===== config.mk =====
export PLATFORM = sky130hd
export DESIGN_NAME = bsch_qcell
export DESIGN_NICKNAME = d
export VERILOG_FILES = /design/src/sv/bsch_pkg.sv /design/src/sv/bsch_qcell.sv
export SDC_FILE = /design/constraint.sdc
export NUM_CORES = 1
export LEC_CHECK = 0
export ABC_CLOCK_PERIOD_IN_PS = 1400
export BUFFER_PORTS_ARGS = -buffer_cell sky130_fd_sc_hd__buf_4
export CORE_AREA = 5 5 42 44
export CTS_CLUSTER_SIZE = 25
export DETAILED_ROUTE_END_ITERATION = 10
export DIE_AREA = 0 0 47 49
export PLACE_DENSITY = 0.38
export SYNTH_ARGS = -nofsm -noshare
export SYNTH_HDL_FRONTEND = slang
export SYNTH_SLANG_ARGS = --single-unit

===== constraint.sdc =====
create_clock -name clk -period 1.4 [get_ports clk]
set_clock_uncertainty 0.1 [all_clocks]
set_input_delay 0.28 -clock clk [delete_from_list [all_inputs] [get_ports clk]]
set_output_delay 0.28 -clock clk [all_outputs]
set_load 0.1 [all_outputs]

===== src/sv/bsch_pkg.sv =====
// Shared types and codes for the burst scheduler: process states, operation,
// result and policy codes, register indexes and the inter-module structs.
// No dependencies.
`default_nettype none

package bsch_pkg;

  typedef enum logic [2:0] {
    ST_GONE    = 3'd0,
    ST_HOLD    = 3'd1,
    ST_READY   = 3'd2,
    ST_RUNNING = 3'd3,
    ST_WAITING = 3'd4,
    ST_TERM    = 3'd5
  } proc_state_t;

  typedef enum logic [3:0] {
    S_IDLE,
    S_P1,
    S_P1W,
    S_DSCAN,
    S_DISP,
    S_P3,
    S_TEND
  } fsm_state_t;

  localparam logic [1:0] OP_CLEAR = 2'd0;
  localparam logic [1:0] OP_LOAD  = 2'd1;
  localparam logic [1:0] OP_BURST = 2'd2;
  localparam logic [1:0] OP_TICK  = 2'd3;

  localparam logic [1:0] KIND_DISP = 2'd0;
  localparam logic [1:0] KIND_COMP = 2'd1;
  localparam logic [1:0] KIND_TEND = 2'd2;
  localparam logic [1:0] KIND_ACK  = 2'd3;

  localparam logic [1:0] POL_FIFO = 2'd0;
  localparam logic [1:0] POL_SJF  = 2'd1;
  localparam logic [1:0] POL_PRI  = 2'd2;
  localparam logic [1:0] POL_RR   = 2'd3;

  localparam logic [1:0] CFG_POLICY  = 2'd0;
  localparam logic [1:0] CFG_QUANTUM = 2'd1;
  localparam logic [1:0] CFG_PCOUNT  = 2'd2;

  localparam logic [5:0] QUANTUM_RESET = 6'd10;

  typedef struct packed {
    logic load;
    logic shift;
  } qcell_ctrl_t;

  typedef struct packed {
    logic [1:0]  kind;
    logic [3:0]  pid;
    logic [15:0] etime;
    logic [15:0] wtime;
    logic [15:0] ttime;
    logic        done;
    logic        last;
  } out_beat_t;

endpackage

`default_nettype wire


===== src/sv/bsch_qcell.sv =====
// One cell of the ready-queue chain: holds a pid, loads a pushed pid or
// takes its right neighbor's pid on removal. Depends on bsch_pkg.
`default_nettype none

module bsch_qcell #(
  parameter int PIW = 4
) (
  input  logic                   clk,
  input  bsch_pkg::qcell_ctrl_t  ctrl,
  input  logic [PIW-1:0]         push_pid,
  input  logic [PIW-1:0]         next_pid,
  input  logic [PIW-1:0]         probe,
  output logic [PIW-1:0]         pid,
  output logic                   match
);
  import bsch_pkg::*;

  logic [PIW-1:0] pid_r;

  always_ff @(posedge clk) begin
    if (ctrl.load) begin
      pid_r <= push_pid;
    end else if (ctrl.shift) begin
      pid_r <= next_pid;
    end
  end

  assign pid   = pid_r;
  assign match = (pid_r == probe);

endmodule

`default_nettype wire


# ---- Word level (Yosys, flattened, before mapping)
# Cells that the tools add are included.
# Widths: inputs -> output; s select.
dict set report totals {
  out_inout_bits 5
  regBits 4
  wordCells 5
  in_bits 15
}
dict set report op_classes {
  n_mux 2
  reduce_logical 1
  eq_ne 1
}
# cell count
set ops {}
lappend ops {{$mux 4} 2}
lappend ops {{$eq 4x4->1} 1}
lappend ops {{$reduce_bool 2->1} 1}

# ---- Depth between registers and ports, before layout
dict set report logic_depth {
  ltp_word 2
  mapped_depth 2
  mapped_depth_nobuf 2
}

# ---- Worst setup path before layout
# OpenSTA, ideal clock, no wires.
dict set report synth_timing {
  kind {reg-to-output}
  from {register pid_r[1] (netlist: pid[1])}
  to {output port match}
  n_path_buf 0
  path_slack_ps -1875
  arrival_time_ps 2895
  required_ps 1020
  path_stages_with_launch 3
  path_cell_list {edfxtp_1 -> xor2_1 -> nor4_2}
}
dict set report synth_between {
  elab_chain_len 1
}
# element line
set synth_rtl {}
lappend synth_rtl {{from (decl)} bsch_qcell.sv:18} ;# logic [PIW-1:0] pid_r;
lappend synth_rtl {{from (signal assigned)} bsch_qcell.sv:22} ;# pid_r <= push_pid;
lappend synth_rtl {{from (signal assigned)} bsch_qcell.sv:24} ;# pid_r <= next_pid;
lappend synth_rtl {{$eq 4x4->1} bsch_qcell.sv:29} ;# assign match = (pid_r == probe);
lappend synth_rtl {{to (decl)} bsch_qcell.sv:14} ;# output logic match
# No other way between the ends.

# ---- Worst setup path after layout
dict set report layout_timing {
  from {register pid_r[2] (netlist: pid[2])}
  to {output port match}
}
# Same word-level chain as after synthesis.

==> flow_metrics.env <==
export IMPL_status="complete, but fails checks"
export IMPL_violations="negative setup slack"
export IMPL_route_vias_total=207
export IMPL_holdBufCountCts=0
export IMPL_fin_ws_ns=-0.3471
export IMPL_rows=14
export IMPL_holdCritPathClass="in -> reg"
export IMPL_numClockSinks=4
export IMPL_seqPwrFrac=0.304
export IMPL_viasPerCell=3.906
export IMPL_crit_fanout=2
export IMPL_critPathLaunch="pid[2]"
export IMPL_cp_end_kind="output port"
export IMPL_antenna_found_initial=0
export IMPL_largest_register_ffs=4
export IMPL_min_period_ns=1.747
export IMPL_yosysWarningCount=0
export IMPL_synth_distinct_cells=5
export IMPL_fmax_ghz=0.5724
export IMPL_cts_clk_slew_worst_paths_ns=0.04
export IMPL_path_buf_inv=1
export IMPL_synth_cell_area_um2=219.0
export IMPL_wl_per_cell_um=11.60
export IMPL_max_stage_delay_ns=0.41
export IMPL_pin_count=20
export IMPL_clkPwrFrac=0.275
export IMPL_grt_max_degree=6
export IMPL_cts_tree="built"
export IMPL_htreeDepth=1
export IMPL_postSynthRegisterBits=4
export IMPL_critPathLaunchType="register"
export IMPL_root_buffer="clkbuf_4"
export IMPL_dpl_worst_slack_ns=-0.1491
export IMPL_hp_start="push_pid[1]"
export IMPL_drive_gt1_frac=0.8108
export IMPL_cts_setup_buffers=0
export IMPL_synth_seq_area_share=0.5486
export IMPL_worst_slew_pin_slew_ns=0.2639
export IMPL_synth_cells=14
export IMPL_grt_usage=0.06436
export IMPL_port_buffers=19
export IMPL_p_leak_uw=0.0001923
export IMPL_syn_area_per_cell_um2=15.64
export IMPL_setup_violations=1
export IMPL_rsz0062_at_grt="yes"
export IMPL_dr_pass1_iters=1
export IMPL_cpMaxStageDelayCell="edfxtp_1"
export IMPL_required_ns=1.02
export IMPL_layout_nets=54
export IMPL_p_int_uw=316.4
export IMPL_grt_pass1_vias=236
export IMPL_finalCritPeriodShare=1.248
export IMPL_drv_cap=0
export IMPL_grt_pass1_wl_um=890
export IMPL_area_growth_syn_to_layout_pct=98.86
export IMPL_place_gp_congestion=0.6234
export IMPL_p_sw_uw=204.7
export IMPL_dieHeight_um=49
export IMPL_netSwitchingFraction=0.3929
export IMPL_report_final_hold_viol_count=0
export IMPL_cts_inserted_buffers=3
export IMPL_syn_num_nets=29
export IMPL_critPathKind="reg -> out"
export IMPL_antennaDiodeCount=0
export IMPL_p_total_uw=521.1
export IMPL_clock_path_buffers=2
export IMPL_core_mm2=0.001401
export IMPL_drt_antenna_violating_nets=0
export IMPL_powerDensity_mw_per_mm2=1197
export IMPL_dieArea_mm2=0.002303
export IMPL_critical_path_top_delay_family="flip-flops"
export IMPL_drt_wl_total_um=615
export IMPL_grt_ovfl_total=0
export IMPL_max_vdd_ir_drop_mv=0.3296
export IMPL_drt_initial_drc_count=0
export IMPL_crit_chain="xor2_2, nor4_4, buf_6"
export IMPL_drc=0
export IMPL_dieWidth_um=47
export IMPL_comb_power_share=0.422
export IMPL_cp_arrival_ns=1.37
export IMPL_maxSlewHeadroom=0.8235
export IMPL_slew_violations=0
export IMPL_start_util=0.1563
[cells in the mapped netlist]
| cell type | instances | area [um^2] |
|---|---|---|
| or2_2 | 1 | 6.260 |
| edfxtp_1 | 4 | 120.1 |
| nor4_2 | 1 | 12.51 |
| xor2_1 | 4 | 35.03 |
| mux2_2 | 4 | 45.04 |
[what timing repair did]
item,in CTS,in global routing
pin swaps,0,0
resized for setup,1,1
setup endpoints to repair,1,2
cloned,0,0
[power by group through the flow]
stage	registers (uW)	clock network, uW	logic (uW)
after floorplan	255	0	55.9
after global placement	160	0	214
after detailed placement	161	0	217
after CTS	159	148	219
after global routing	160	148	227
final	158	143	220
[placed cells by master (no fill, tap or decap)]
master,synthesis,routed
buf_6,0,2
edfxtp_1,4,4
buf_4,0,18
mux2_2,4,4
xor2_1,4,3
or2_2,1,1
nor4_4,0,1
clkbuf_4,0,3
xor2_2,0,1
[metrics by stage]
step                      TNS [ns]  instance area (um^2)  utilization  instances  hold WS (ns)
after floorplan             -1.266                 235.2            -         14        0.3998
after global placement     -0.1349                 405.4       0.2893         50        0.4890
after detailed placement   -0.1491                 405.4       0.2893         50        0.4872
after CTS                  -0.3586                 431.7       0.3080         53        0.2463
after global routing       -0.4068                 435.4       0.3107         53        0.2560
final                      -0.3471                 435.4       0.3107         53        0.2521
[metal layers]
| metal | GRT usage | vias to the layer above | part of all wire |
|---|---|---|---|
| li1 | - | 97 | - |
| met1 | 0.04009 | 87 | 0.28 |
| met4 | 0.1106 | 0 | 0.065 |
| met3 | 0.03321 | 4 | 0.16 |
| met5 | 0 | - | 0 |
| met2 | 0.09050 | 19 | 0.49 |
[layout make-up]
cell class / count / area (um^2)
multi-input cells: 10 / 115.1
clock buffers: 3 / 22.52
flip-flops and latches: 4 / 120.1
well taps: 16 / 20.02
fillers: 160 / 965.9
repair buffers: 20 / 157.7
[worst paths after layout]
kind | end | cells after the start
hold / removal | pid[1] | 2
setup / recovery | match | 3
[cell families (layout without fill, tap and decap cells)]
kind of cell,Yosys count,after routing,share of synthesized area
xor gates and xnor gates,4,4,0.1600
muxes,4,4,0.2057
DFF,4,4,0.5486
and+or+nand+nor,2,2,0.08572
buffers and inverters,0,23,0
Note: power is estimated with default switching activity, not from simulation.
